**config.mk**
```make
export PLATFORM = sky130hd
export DESIGN_NAME = prime_modular_arithmetic_unit_flat
export DESIGN_NICKNAME = d
export VERILOG_FILES = /design/src/pmau_pkg.sv /design/src/pmau_if.sv /design/src/prime_modular_arithmetic_unit.sv /design/src/pmau_datapath.sv /design/src/pmau_ctrl.sv /design/src/flat_wrapper.sv
export SDC_FILE = /design/constraint.sdc
export NUM_CORES = 2
export LEC_CHECK = 0
export BUFFER_PORTS_ARGS = -buffer_cell sky130_fd_sc_hd__buf_2
export CORE_ASPECT_RATIO = 1.4
export CORE_MARGIN = 1
export CORE_UTILIZATION = 40
export DETAILED_ROUTE_END_ITERATION = 6
export PLACE_DENSITY = 0.54
export SLEW_MARGIN = 40
export SYNTH_ARGS = -nofsm -noshare
export SYNTH_HDL_FRONTEND = slang
export SYNTH_SLANG_ARGS = --single-unit
```
**constraint.sdc**
```tcl
create_clock -name clk -period 21.9 [get_ports clk]
set_clock_uncertainty 0.15 [all_clocks]
set_input_delay 4.38 -clock clk [delete_from_list [all_inputs] [get_ports clk]]
set_output_delay 4.38 -clock clk [all_outputs]
set_load 0.02 [all_outputs]
```
**src/pmau_pkg.sv**
```systemverilog
// shared types and constants for the prime modular arithmetic unit
package pmau_pkg;

    localparam int M_W          = 31;
    localparam int CMD_W        = 3;
    localparam int EXP_W        = 63;
    localparam int RAW_W        = 63;
    localparam int IDX_W        = 6;
    localparam int CNT_W        = 6;
    localparam int EXP_BITS_DEF = 63;

    localparam logic [M_W-1:0] MOD_RESET = 31'd1000000007;

    typedef enum logic [CMD_W-1:0] {
        CMD_ADD    = 3'd0,
        CMD_SUB    = 3'd1,
        CMD_MUL    = 3'd2,
        CMD_POW    = 3'd3,
        CMD_INV    = 3'd4,
        CMD_DIV    = 3'd5,
        CMD_REDUCE = 3'd6
    } cmd_t;

    typedef enum logic [4:0] {
        OP_NOP,
        OP_LOAD,
        OP_START_A,
        OP_STEP,
        OP_A_DONE,
        OP_B_DONE,
        OP_ACC_DONE,
        OP_FIN_DONE,
        OP_ADD,
        OP_SUB,
        OP_ZERO,
        OP_ACC_OUT,
        OP_POW_INIT,
        OP_INVA_INIT,
        OP_INVB_INIT,
        OP_MUL_AB,
        OP_MUL_SQ,
        OP_MUL_BASE,
        OP_MUL_A_ACC,
        OP_PUSH
    } dp_op_t;

    typedef enum logic [3:0] {
        S_IDLE,
        S_DISPATCH,
        S_RED_A,
        S_RED_B,
        S_ARITH,
        S_SQ,
        S_SQ_RED,
        S_MUL,
        S_MUL_RED,
        S_FIN_RED,
        S_OUT
    } state_t;

    typedef struct packed {
        logic m_small;
        cmd_t cmd;
        logic a_zero;
        logic b_zero;
        logic red_last;
        logic idx_zero;
        logic ebit;
        logic out_free;
    } dp_status_t;

endpackage

```
**src/pmau_if.sv**
```systemverilog
// request and response channel interfaces of the modular arithmetic unit
interface pmau_req_if;
    logic                       valid;
    logic                       ready;
    logic [pmau_pkg::CMD_W-1:0] cmd;
    logic [pmau_pkg::M_W-1:0]   operand_a;
    logic [pmau_pkg::M_W-1:0]   operand_b;
    logic [pmau_pkg::EXP_W-1:0] exponent;
    logic [pmau_pkg::RAW_W-1:0] raw_value;

    modport source (output valid, cmd, operand_a, operand_b, exponent, raw_value,
                    input ready);
    modport sink (input valid, cmd, operand_a, operand_b, exponent, raw_value,
                  output ready);
endinterface

interface pmau_rsp_if;
    logic                     valid;
    logic                     ready;
    logic [pmau_pkg::M_W-1:0] result;

    modport source (output valid, result, input ready);
    modport sink (input valid, result, output ready);
endinterface

```
**src/prime_modular_arithmetic_unit.sv**
```systemverilog
// top level of the prime modular arithmetic unit
//
// req channel (valid/ready): one item carries cmd, operand_a, operand_b, exponent
// and raw_value; rsp channel (valid/ready) returns one residue per item.
// cfg_we/cfg_wdata write the modulus; write it only while no item is in flight.
// items are worked one at a time on a shared 31x31 multiplier and a remainder
// unit that retires one bit per cycle; the work done depends on the command:
//   add, subtract        two 31-bit operand reductions
//   multiply             operand reductions plus 62-bit product
//   reduce               63-bit raw value
//   power                a square for each of EXP_BITS bits, a multiply for each set bit
//   inverse              a power to m-2 over 31 bits
//   divide               inverse plus one more multiply
//   unused command or modulus below 2: zero
// the unit is ready again in the cycle after the result is parked in the output
// register; a stalled receiver holds the next finished result and with it the input.
// reset sets the modulus to 1000000007 and empties the unit.
module prime_modular_arithmetic_unit #(
    parameter int EXP_BITS = pmau_pkg::EXP_BITS_DEF
) (
    input  logic                     clk,
    input  logic                     rst_n,
    input  logic                     cfg_we,
    input  logic [pmau_pkg::M_W-1:0] cfg_wdata,
    pmau_req_if.sink                 req,
    pmau_rsp_if.source               rsp
);

    pmau_pkg::dp_op_t     op;
    pmau_pkg::dp_status_t status;

    pmau_ctrl u_ctrl (
        .clk      (clk),
        .rst_n    (rst_n),
        .in_valid (req.valid),
        .in_ready (req.ready),
        .status   (status),
        .op       (op)
    );

    pmau_datapath #(
        .EXP_BITS (EXP_BITS)
    ) u_datapath (
        .clk        (clk),
        .rst_n      (rst_n),
        .cfg_we     (cfg_we),
        .cfg_wdata  (cfg_wdata),
        .in_cmd     (req.cmd),
        .in_a       (req.operand_a),
        .in_b       (req.operand_b),
        .in_exp     (req.exponent),
        .in_raw     (req.raw_value),
        .op         (op),
        .status     (status),
        .out_ready  (rsp.ready),
        .out_valid  (rsp.valid),
        .out_result (rsp.result)
    );

endmodule

```
**src/pmau_datapath.sv**
```systemverilog
// datapath: operand registers, shared multiplier, bit-serial remainder unit, output register
module pmau_datapath #(
    parameter int EXP_BITS = pmau_pkg::EXP_BITS_DEF
) (
    input  logic                       clk,
    input  logic                       rst_n,
    input  logic                       cfg_we,
    input  logic [pmau_pkg::M_W-1:0]   cfg_wdata,
    input  logic [pmau_pkg::CMD_W-1:0] in_cmd,
    input  logic [pmau_pkg::M_W-1:0]   in_a,
    input  logic [pmau_pkg::M_W-1:0]   in_b,
    input  logic [pmau_pkg::EXP_W-1:0] in_exp,
    input  logic [pmau_pkg::RAW_W-1:0] in_raw,
    input  pmau_pkg::dp_op_t           op,
    output pmau_pkg::dp_status_t       status,
    input  logic                       out_ready,
    output logic                       out_valid,
    output logic [pmau_pkg::M_W-1:0]   out_result
);

    localparam int M_W   = pmau_pkg::M_W;
    localparam int RAW_W = pmau_pkg::RAW_W;
    localparam int EXP_W = pmau_pkg::EXP_W;
    localparam int IDX_W = pmau_pkg::IDX_W;
    localparam int CNT_W = pmau_pkg::CNT_W;
    localparam int PAD_W = RAW_W - M_W;

    logic [M_W-1:0]                 modulus_reg;
    logic                           out_valid_reg;
    logic [pmau_pkg::CMD_W-1:0]     cmd_reg;
    logic [M_W-1:0]                 a_reg;
    logic [M_W-1:0]                 b_reg;
    logic [M_W-1:0]                 base_reg;
    logic [M_W-1:0]                 acc_reg;
    logic [M_W-1:0]                 fin_reg;
    logic [M_W-1:0]                 res_reg;
    logic [EXP_W-1:0]               exp_reg;
    logic [IDX_W-1:0]               idx_reg;
    logic [M_W-1:0]                 rem_reg;
    logic [RAW_W-1:0]               shift_reg;
    logic [CNT_W-1:0]               cnt_reg;

    logic [M_W:0]                   m_ext;
    logic [M_W:0]                   trial;
    logic [M_W-1:0]                 rem_next;
    logic [M_W:0]                   sum_add;
    logic [M_W:0]                   sum_sub;
    logic [M_W-1:0]                 add_res;
    logic [M_W-1:0]                 sub_res;
    logic [M_W-1:0]                 mul_x;
    logic [M_W-1:0]                 mul_y;
    logic [2*M_W-1:0]               prod;
    logic [EXP_W:0]                 exp_ext;

    assign m_ext = {1'b0, modulus_reg};

    // one restoring remainder step: bring in the next bit, subtract modulus if it fits
    assign trial    = {rem_reg, shift_reg[RAW_W-1]};
    assign rem_next = (trial >= m_ext) ? M_W'(trial - m_ext) : trial[M_W-1:0];

    assign sum_add = {1'b0, a_reg} + {1'b0, b_reg};
    assign sum_sub = {1'b0, a_reg} + {1'b0, M_W'(modulus_reg - b_reg)};
    assign add_res = (sum_add >= m_ext) ? M_W'(sum_add - m_ext) : sum_add[M_W-1:0];
    assign sub_res = (sum_sub >= m_ext) ? M_W'(sum_sub - m_ext) : sum_sub[M_W-1:0];

    always_comb
    begin
        unique case (op)
            pmau_pkg::OP_MUL_SQ:
            begin
                mul_x = acc_reg;
                mul_y = acc_reg;
            end
            pmau_pkg::OP_MUL_BASE:
            begin
                mul_x = acc_reg;
                mul_y = base_reg;
            end
            pmau_pkg::OP_MUL_A_ACC:
            begin
                mul_x = a_reg;
                mul_y = acc_reg;
            end
            default:
            begin
                mul_x = a_reg;
                mul_y = b_reg;
            end
        endcase
    end

    assign prod = (2*M_W)'(mul_x) * (2*M_W)'(mul_y);

    assign exp_ext = {1'b0, exp_reg};

    assign status.m_small  = (modulus_reg < M_W'(2));
    assign status.cmd      = pmau_pkg::cmd_t'(cmd_reg);
    assign status.a_zero   = (a_reg == '0);
    assign status.b_zero   = (b_reg == '0);
    assign status.red_last = (cnt_reg == CNT_W'(1));
    assign status.idx_zero = (idx_reg == '0);
    assign status.ebit     = exp_ext[idx_reg];
    assign status.out_free = !out_valid_reg || out_ready;

    assign out_valid  = out_valid_reg;
    assign out_result = res_reg;

    always_ff @(posedge clk or negedge rst_n)
    begin
        if (!rst_n)
        begin
            modulus_reg   <= pmau_pkg::MOD_RESET;
            out_valid_reg <= 1'b0;
        end
        else
        begin
            if (cfg_we)
            begin
                modulus_reg <= cfg_wdata;
            end
            if (op == pmau_pkg::OP_PUSH)
            begin
                out_valid_reg <= 1'b1;
            end
            else if (out_ready)
            begin
                out_valid_reg <= 1'b0;
            end
        end
    end

    always_ff @(posedge clk)
    begin
        unique case (op) inside
            pmau_pkg::OP_LOAD:
            begin
                // raw value goes straight into the remainder unit for reduce
                cmd_reg   <= in_cmd;
                a_reg     <= in_a;
                b_reg     <= in_b;
                exp_reg   <= in_exp;
                shift_reg <= in_raw;
                cnt_reg   <= CNT_W'(RAW_W);
                rem_reg   <= '0;
            end
            pmau_pkg::OP_START_A:
            begin
                shift_reg <= {a_reg, {PAD_W{1'b0}}};
                cnt_reg   <= CNT_W'(M_W);
                rem_reg   <= '0;
            end
            pmau_pkg::OP_STEP:
            begin
                rem_reg   <= rem_next;
                shift_reg <= {shift_reg[RAW_W-2:0], 1'b0};
                cnt_reg   <= cnt_reg - CNT_W'(1);
            end
            pmau_pkg::OP_A_DONE:
            begin
                a_reg     <= rem_next;
                shift_reg <= {b_reg, {PAD_W{1'b0}}};
                cnt_reg   <= CNT_W'(M_W);
                rem_reg   <= '0;
            end
            pmau_pkg::OP_B_DONE:
            begin
                b_reg <= rem_next;
            end
            pmau_pkg::OP_ACC_DONE:
            begin
                acc_reg <= rem_next;
            end
            pmau_pkg::OP_FIN_DONE:
            begin
                fin_reg <= rem_next;
            end
            pmau_pkg::OP_ADD:
            begin
                fin_reg <= add_res;
            end
            pmau_pkg::OP_SUB:
            begin
                fin_reg <= sub_res;
            end
            pmau_pkg::OP_ZERO:
            begin
                fin_reg <= '0;
            end
            pmau_pkg::OP_ACC_OUT:
            begin
                fin_reg <= acc_reg;
            end
            pmau_pkg::OP_POW_INIT:
            begin
                base_reg <= a_reg;
                idx_reg  <= IDX_W'(EXP_BITS);
                acc_reg  <= M_W'(1);
            end
            pmau_pkg::OP_INVA_INIT:
            begin
                // fermat exponent m-2 over the full modulus width
                base_reg <= a_reg;
                exp_reg  <= EXP_W'(M_W'(modulus_reg - M_W'(2)));
                idx_reg  <= IDX_W'(M_W);
                acc_reg  <= M_W'(1);
            end
            pmau_pkg::OP_INVB_INIT:
            begin
                base_reg <= b_reg;
                exp_reg  <= EXP_W'(M_W'(modulus_reg - M_W'(2)));
                idx_reg  <= IDX_W'(M_W);
                acc_reg  <= M_W'(1);
            end
            pmau_pkg::OP_MUL_AB,
            pmau_pkg::OP_MUL_BASE,
            pmau_pkg::OP_MUL_A_ACC:
            begin
                shift_reg <= {prod, 1'b0};
                cnt_reg   <= CNT_W'(2*M_W);
                rem_reg   <= '0;
            end
            pmau_pkg::OP_MUL_SQ:
            begin
                shift_reg <= {prod, 1'b0};
                cnt_reg   <= CNT_W'(2*M_W);
                rem_reg   <= '0;
                idx_reg   <= idx_reg - IDX_W'(1);
            end
            pmau_pkg::OP_PUSH:
            begin
                res_reg <= fin_reg;
            end
            default:
            begin
            end
        endcase
    end

endmodule

```
**src/pmau_ctrl.sv**
```systemverilog
// controller state machine sequencing reductions, multiplies and square-and-multiply
module pmau_ctrl (
    input  logic                 clk,
    input  logic                 rst_n,
    input  logic                 in_valid,
    output logic                 in_ready,
    input  pmau_pkg::dp_status_t status,
    output pmau_pkg::dp_op_t     op
);

    pmau_pkg::state_t state_reg;
    pmau_pkg::state_t state_next;

    always_ff @(posedge clk or negedge rst_n)
    begin
        if (!rst_n)
        begin
            state_reg <= pmau_pkg::S_IDLE;
        end
        else
        begin
            state_reg <= state_next;
        end
    end

    always_comb
    begin
        state_next = state_reg;
        op         = pmau_pkg::OP_NOP;
        in_ready   = 1'b0;
        unique case (state_reg)
            pmau_pkg::S_IDLE:
            begin
                in_ready = 1'b1;
                if (in_valid)
                begin
                    op         = pmau_pkg::OP_LOAD;
                    state_next = pmau_pkg::S_DISPATCH;
                end
            end
            pmau_pkg::S_DISPATCH:
            begin
                if (status.m_small)
                begin
                    op         = pmau_pkg::OP_ZERO;
                    state_next = pmau_pkg::S_OUT;
                end
                else
                begin
                    case (status.cmd) inside
                        pmau_pkg::CMD_ADD, pmau_pkg::CMD_SUB, pmau_pkg::CMD_MUL,
                        pmau_pkg::CMD_POW, pmau_pkg::CMD_INV, pmau_pkg::CMD_DIV:
                        begin
                            op         = pmau_pkg::OP_START_A;
                            state_next = pmau_pkg::S_RED_A;
                        end
                        pmau_pkg::CMD_REDUCE:
                        begin
                            // raw value is already loaded in the remainder unit
                            state_next = pmau_pkg::S_FIN_RED;
                        end
                        default:
                        begin
                            op         = pmau_pkg::OP_ZERO;
                            state_next = pmau_pkg::S_OUT;
                        end
                    endcase
                end
            end
            pmau_pkg::S_RED_A:
            begin
                if (status.red_last)
                begin
                    op         = pmau_pkg::OP_A_DONE;
                    state_next = pmau_pkg::S_RED_B;
                end
                else
                begin
                    op = pmau_pkg::OP_STEP;
                end
            end
            pmau_pkg::S_RED_B:
            begin
                if (status.red_last)
                begin
                    op         = pmau_pkg::OP_B_DONE;
                    state_next = pmau_pkg::S_ARITH;
                end
                else
                begin
                    op = pmau_pkg::OP_STEP;
                end
            end
            pmau_pkg::S_ARITH:
            begin
                case (status.cmd)
                    pmau_pkg::CMD_ADD:
                    begin
                        op         = pmau_pkg::OP_ADD;
                        state_next = pmau_pkg::S_OUT;
                    end
                    pmau_pkg::CMD_SUB:
                    begin
                        op         = pmau_pkg::OP_SUB;
                        state_next = pmau_pkg::S_OUT;
                    end
                    pmau_pkg::CMD_MUL:
                    begin
                        op         = pmau_pkg::OP_MUL_AB;
                        state_next = pmau_pkg::S_FIN_RED;
                    end
                    pmau_pkg::CMD_POW:
                    begin
                        op         = pmau_pkg::OP_POW_INIT;
                        state_next = pmau_pkg::S_SQ;
                    end
                    pmau_pkg::CMD_INV:
                    begin
                        // inverse of zero is zero
                        op         = status.a_zero ? pmau_pkg::OP_ZERO
                                                   : pmau_pkg::OP_INVA_INIT;
                        state_next = status.a_zero ? pmau_pkg::S_OUT : pmau_pkg::S_SQ;
                    end
                    pmau_pkg::CMD_DIV:
                    begin
                        op         = status.b_zero ? pmau_pkg::OP_ZERO
                                                   : pmau_pkg::OP_INVB_INIT;
                        state_next = status.b_zero ? pmau_pkg::S_OUT : pmau_pkg::S_SQ;
                    end
                    default:
                    begin
                        op         = pmau_pkg::OP_ZERO;
                        state_next = pmau_pkg::S_OUT;
                    end
                endcase
            end
            pmau_pkg::S_SQ:
            begin
                if (status.idx_zero)
                begin
                    if (status.cmd == pmau_pkg::CMD_DIV)
                    begin
                        op         = pmau_pkg::OP_MUL_A_ACC;
                        state_next = pmau_pkg::S_FIN_RED;
                    end
                    else
                    begin
                        op         = pmau_pkg::OP_ACC_OUT;
                        state_next = pmau_pkg::S_OUT;
                    end
                end
                else
                begin
                    op         = pmau_pkg::OP_MUL_SQ;
                    state_next = pmau_pkg::S_SQ_RED;
                end
            end
            pmau_pkg::S_SQ_RED:
            begin
                if (status.red_last)
                begin
                    op         = pmau_pkg::OP_ACC_DONE;
                    state_next = status.ebit ? pmau_pkg::S_MUL : pmau_pkg::S_SQ;
                end
                else
                begin
                    op = pmau_pkg::OP_STEP;
                end
            end
            pmau_pkg::S_MUL:
            begin
                op         = pmau_pkg::OP_MUL_BASE;
                state_next = pmau_pkg::S_MUL_RED;
            end
            pmau_pkg::S_MUL_RED:
            begin
                if (status.red_last)
                begin
                    op         = pmau_pkg::OP_ACC_DONE;
                    state_next = pmau_pkg::S_SQ;
                end
                else
                begin
                    op = pmau_pkg::OP_STEP;
                end
            end
            pmau_pkg::S_FIN_RED:
            begin
                if (status.red_last)
                begin
                    op         = pmau_pkg::OP_FIN_DONE;
                    state_next = pmau_pkg::S_OUT;
                end
                else
                begin
                    op = pmau_pkg::OP_STEP;
                end
            end
            pmau_pkg::S_OUT:
            begin
                if (status.out_free)
                begin
                    op         = pmau_pkg::OP_PUSH;
                    state_next = pmau_pkg::S_IDLE;
                end
            end
            default:
            begin
                state_next = pmau_pkg::S_IDLE;
            end
        endcase
    end

endmodule

```
**src/flat_wrapper.sv**
```systemverilog
// flat-port wrapper written by rule: the top's interface ports become plain ports
module prime_modular_arithmetic_unit_flat 
#(
    parameter int EXP_BITS = pmau_pkg::EXP_BITS_DEF
)
  (clk, rst_n, cfg_we, cfg_wdata, req_valid, req_cmd, req_operand_a, req_operand_b, req_exponent, req_raw_value, req_ready, rsp_valid, rsp_result, rsp_ready);
  pmau_req_if req_i ();
  pmau_rsp_if rsp_i ();
  input  logic clk;
  input  logic rst_n;
  input  logic cfg_we;
  input  logic [pmau_pkg::M_W-1:0] cfg_wdata;
  input wire logic [$bits(req_i.valid)-1:0] req_valid;
  input wire logic [$bits(req_i.cmd)-1:0] req_cmd;
  input wire logic [$bits(req_i.operand_a)-1:0] req_operand_a;
  input wire logic [$bits(req_i.operand_b)-1:0] req_operand_b;
  input wire logic [$bits(req_i.exponent)-1:0] req_exponent;
  input wire logic [$bits(req_i.raw_value)-1:0] req_raw_value;
  output wire logic [$bits(req_i.ready)-1:0] req_ready;
  output wire logic [$bits(rsp_i.valid)-1:0] rsp_valid;
  output wire logic [$bits(rsp_i.result)-1:0] rsp_result;
  input wire logic [$bits(rsp_i.ready)-1:0] rsp_ready;
  assign req_i.valid = req_valid;
  assign req_i.cmd = req_cmd;
  assign req_i.operand_a = req_operand_a;
  assign req_i.operand_b = req_operand_b;
  assign req_i.exponent = req_exponent;
  assign req_i.raw_value = req_raw_value;
  assign req_ready = req_i.ready;
  assign rsp_valid = rsp_i.valid;
  assign rsp_result = rsp_i.result;
  assign rsp_i.ready = rsp_ready;
  prime_modular_arithmetic_unit #(.EXP_BITS(EXP_BITS)) u_core (.clk(clk), .rst_n(rst_n), .cfg_we(cfg_we), .cfg_wdata(cfg_wdata), .req(req_i), .rsp(rsp_i));
endmodule
```
Yosys cells after proc, flatten, opt, wreduce, memory -nomap -nowiden
Index checks and enable logic that the tools add are counted.
{ "totals": {"wordCells": 154, "in_bits": 227, "register_bits": 394} }
{ "classes": {"n_reduce_logical": 29, "n_addsub": 9, "eq_ne": 43, "magnitude_cmp": 5, "n_mux": 52, "multipliers": 1} }
{ "op_table": {"columns": ["cell", "n"], "rows": [
  ["31-bit case mux with 2 select lines", 6],
  ["63-bit case mux with 5 select lines", 1],
  ["31-bit case mux with 5 select lines", 1],
  ["63-bit case mux with 2 select lines", 1],
  ["31-bit 2-to-1 mux", 4],
  ["31-bit subtractor", 4],
  ["32-bit by 31-bit greater-or-equal comparator with 1-bit output", 3],
  ["31-bit by 31-bit adder with 32-bit output", 2],
  ["31-bit zero test", 2],
  ["31-bit by 31-bit multiplier with 62-bit output", 1],
  ["4-bit 2-to-1 mux", 15],
  ["5-bit case mux with 10 select lines", 1],
  ["4-bit case mux with 11 select lines", 1],
  ["5-bit by 4-bit equality test with 1-bit output, second input constant", 8],
  ["31-bit by 2-bit < comparator with 1-bit output, second input constant", 1],
  ["31-bit by 2-bit subtractor with 31-bit output, second input constant", 1],
  ["6-bit case mux with 4 select lines", 1],
  ["5-bit by 3-bit equality test with 1-bit output, second input constant", 4],
  ["5-bit equality test, second input constant", 4],
  ["3-bit 2-to-1 mux", 6],
  ["3-bit case mux with 6 select lines", 1],
  ["6-bit case mux with 3 select lines", 1],
  ["4-bit by 3-bit equality test with 1-bit output, second input constant", 4],
  ["4-bit case mux with 4 select lines", 1],
  ["other kinds (32)", 65]
]} }

Depth between registers and ports, before layout
{ "logic_depth": {"ltp_word": 10, "ltp_mapped": 43, "mapped_depth_nobuf": 37} }

By module
From an unflattened synthesis, not the netlist that was laid out.
{ "hier_totals": {"cells_unflattened": 6495, "area_unflattened_um2": 59149.2} }
{ "modules_own_cells": {"columns": ["mod", "instances", "area_per_inst_um2", "seq_area_each_um2", "cells_per_inst"], "rows": [
  ["pmau_datapath", 1, 58322.2, 11571.1, 6381],
  ["pmau_ctrl", 1, 827.0, 100.1, 114]
]} }

Worst setup path after synthesis
Ideal clock, no wire load.
{ "synth_path": {"path_kind": "input to register", "from": "input port rsp_ready", "to": "register u_core.u_datapath.shift_reg[62] (data pin)", "arrival_ps": 13327, "path_stages": 36, "slack_ps": 8150, "cell_sequence": "nor2b_1 o21ai_0 a32oi_1 nand3_1 a211o_2 nor2_1 buf_2 buf_6 buf_2 mux2i_1 buf_2 nor2_1 fa_1 fa_1 fa_1 inv_1 fa_1 inv_1 fa_1 inv_1 fa_1 inv_1 fa_1 fa_1 ha_1 nand2_1 o31a_1 a2111o_1 nand2_1 a221o_1 a21oi_1 or3b_1 or4_1 a21oi_1 xnor2_1 o211ai_1"} }
{ "synth_between": {"elab_chain_len": 8, "elab_cells_between_ends": 18} }
{ "synth_lines": {"columns": ["element", "line_no", "text"], "rows": [
  ["start: declaration", "flat_wrapper.sv:22", "input wire logic [$bits(rsp_i.ready)-1:0] rsp_ready;"],
  ["1-bit logical OR (*)", "pmau_datapath.sv:103", "assign status.out_free = !out_valid_reg || out_ready;"],
  ["5-bit 2-to-1 mux (*)", "pmau_ctrl.sv:201", "if (status.out_free)"],
  ["5-bit case mux with 10 select lines (*)", "pmau_ctrl.sv:31", "unique case (state_reg)"],
  ["5-bit equality test", "pmau_datapath.sv:68", "unique case (op)"],
  ["2-bit OR reduction (no source line)", null, null],
  ["31-bit case mux with 2 select lines / 31-bit 2-to-1 mux (equally long branches)", "pmau_datapath.sv:68", null],
  ["31-bit by 31-bit multiplier with 62-bit output", "pmau_datapath.sv:92", "assign prod = (2*M_W)'(mul_x) * (2*M_W)'(mul_y);"],
  ["63-bit case mux with 5 select lines (*)", "pmau_datapath.sv:134", "unique case (op) inside"],
  ["end signal: assignment", "pmau_datapath.sv:142", "shift_reg <= in_raw;"],
  ["end signal: assignment", "pmau_datapath.sv:148", "shift_reg <= {a_reg, {PAD_W{1'b0}}};"],
  ["end signal: assignment", "pmau_datapath.sv:155", "shift_reg <= {shift_reg[RAW_W-2:0], 1'b0};"],
  ["end: declaration", "pmau_datapath.sv:40", "logic [RAW_W-1:0] shift_reg;"]
]} }
Every way passes the cells marked *; elsewhere a longest branch is shown, timed or not.
A chain may end at the register's enable or synchronous reset.

Worst setup path in the final report
{ "layout_path": {"from": "input port rsp_ready", "to": "register u_core.u_datapath.shift_reg[58] (data pin)"} }
The elaborated chain is that of the path after synthesis.

==> flow_summary.toml <==
[status]
outcome = "finished clean"

[synth]
ys_ff_latch = 394
dominantRegCellSynth = "edfxtp_1"
synth.area.top_cells = "fa_1 (28%), edfxtp_1 (18%), ha_1 (9.4%)"
synth_edf_count = 358
ys_types = 99
syn_area_per_cell_sq_um = 9.06
synth_top_area_share_pct = 28.5
synth-warning-count = 0
syn-cell-area_sq_mm = 0.0592
ys_seq_area_share_pct = 19.7
synth.largest_area_cell = "fa_1"
synthTopCellsByCount = "inv_1 (891), fa_1 (843), nand2_1 (799)"
postSynth.asyncResetShare_pct = 9.14
post-synth-top-count-cell = "inv_1"
syn_nets = 8051
synthCells = 6538

[clocking]
path_clk_slew_ns = 0.07
clock_sinks = 394
cts-root-buf = "clkbuf_16"
cts_buffers = 42
cts_tree = "yes"
hold_buffers = 0
post-cts-setup-buffers = 0
htree_levels = 2
cts_resized = 0
clk_latency_ns = 0.62
cts_max_path_buffers = 3

[routing]
drt_wl_total_mm = 238
wl_per_cell_um = 27.7
drc = 0
drt_first_pass_iters = 6
drt_iter0_drc = 4381
dr_total_vias = 50100
drtAntennaViolNets = 0
vias_per_cell = 5.82

[placement]
hpwl_mm = 189
io_buffer_count = 259
place_congestion = 1.03

[finish]
final_nets = 8148
final_layout_size_suffix_gt1_share_pct = 9.52
area_delta_synth_final_pct = 8.88

[grt]
grt_pass1_wl_mm = 347
first_global_vias = 52600
grt_max_degree = 97
grtUsageTotal_pct = 31.9
overflow = 0
antenna_found_initial = 4

[worst_hold_path]
hold_path_class = "flip-flop to flip-flop"
hold_start = "u_core.u_datapath.fin_reg[3]"
min_to = "u_core.u_datapath.out_result[3]"
whs_path_depth = 0

[critical_path]
r2r_slack_ns = 8.69
cp-end-kind = "flip-flop"
crit_required_ns = 22.09
slowest_delay_ns = 0.85
start_kind = "input port"
crit_type = "input port to flip-flop"
reg2regPathDepth = 34
critPathMostFrequentCell = "fa_1"
r2r_end = "u_core.u_datapath.shift_reg[58]"
crit_fanout = 56
r2r_start = "u_core.u_datapath.modulus_reg[26]"
cp_slowest_cell = "mux2_2"
arrival_ns = 15.90

[floorplanning]
die-width_um = 327
dieArea_sq_mm = 0.150
coreArea_sq_mm = 0.147
dieHeight_um = 457
initial_core_util_pct = 40.4
io_pins = 260
num_rows = 166

[sta]
setup_viol = 0
fin_crit_sh_pct = 71.7
max_slew_margin_pct = 37.6
min_period_ns = 15.71
setup_tns_ns = 0
rsz0062_at_grt = "no"
hold_violations = 0
slew_violations = 0
tightest_slew_ns = 0.929
timing.fmax_mhz = 63.6

[run]
maxCapViolations = 0
## metrics by stage
| step | hold slack [ns] | worst slack, ns | util, % | instances | instance area [sq um] |
|---|---|---|---|---|---|
| floorplan | 0.250 | 8.15 | - | 6538 | 59200 |
| global placement | 0.252 | 5.74 | 42.8 | 8518 | 62800 |
| detailed placement | 0.255 | 5.71 | 42.9 | 8522 | 63000 |
| CTS | 0.266 | 6.31 | 43.9 | 8599 | 64400 |
| global route | 0.275 | 5.78 | 44.0 | 8601 | 64500 |
| finish | 0.257 | 6.19 | 44.0 | 8602 | 64500 |
## final cells by class
| cell class | instances | area (sq um) |
|---|---|---|
| fillers | 14700 | 82100 |
| multi-input cells | 4934 | 43400 |
| flip-flops and latches | 394 | 11700 |
| inverters | 892 | 3350 |
| well taps | 1932 | 2420 |
| repair buffers | 371 | 2220 |
| clock buffers | 47 | 1090 |
| clock inverters | 30 | 379 |
| diodes | 2 | 5.00 |
## cell families (layout without fill, tap and decap cells)
kind of cell / Yosys count / in the layout / synth area share, %
flops: 394 / 394 / 19.7
simple gates: 2059 / 2059 / 15.1
other cells: 0 / 2 / 0
mux: 146 / 146 / 2.77
compound gates: 1191 / 1191 / 13.0
fa+ha+maj: 1286 / 1286 / 37.8
buf+inv: 1210 / 1340 / 7.88
xor+xnor: 252 / 252 / 3.73
## per-layer routing
metal  wire (um)  up-vias  part of all wire, %  global-route usage (%)
met1       85000    25400                   36                    36.5
met3       15500      663                  6.5                    3.89
met5          12        -               0.0050                       0
li1            -    21900                    -                       -
met4       20000        2                  8.4                    22.4
met2      118000     2119                   49                    55.1
## worst max-delay path: cells and delay by family
family	cells	cell delay, ns
AND/OR/NAND/NOR	7	1.88
adder cells (fa/ha/maj)	9	4.61
buffers and inverters	5	1.69
AO/OA/AOI/OAI	10	2.38
multiplexers	1	0.85
## placed cells by master, fill, tap and decap left out, types with 35 or more instances in the layout
master / count
buf_2: 257
xor2_1: 89
inv_1: 890
mux2_2: 35
clkbuf_16: 43
a21o_1: 121
fa_1: 843
ha_1: 443
mux2i_1: 79
a21oi_1: 333
a211oi_1: 50
nor3_1: 67
buf_4: 106
a31oi_1: 38
and2_1: 52
nor4_1: 36
nand4_1: 40
nand2b_1: 54
nand3_1: 52
o21ai_0: 287
nor2_1: 776
edfxtp_1: 358
xnor2_1: 159
nand2_1: 796
## how the worst max path moves through the flow
stage	start	endpoint	depth (start not counted)
final	rsp_ready	u_core.u_datapath.shift_reg[58]	32
after detailed placement	rsp_ready	u_core.u_datapath.shift_reg[54]	36
after CTS	rsp_ready	u_core.u_datapath.shift_reg[54]	36
after global placement	rsp_ready	u_core.u_datapath.shift_reg[54]	36
after global routing	rsp_ready	u_core.u_datapath.shift_reg[58]	35
after floorplan	rsp_ready	u_core.u_datapath.shift_reg[62]	36
Power is not shown: default switching activity piles up to over one toggle a cycle in this logic, so the estimate is an artifact.
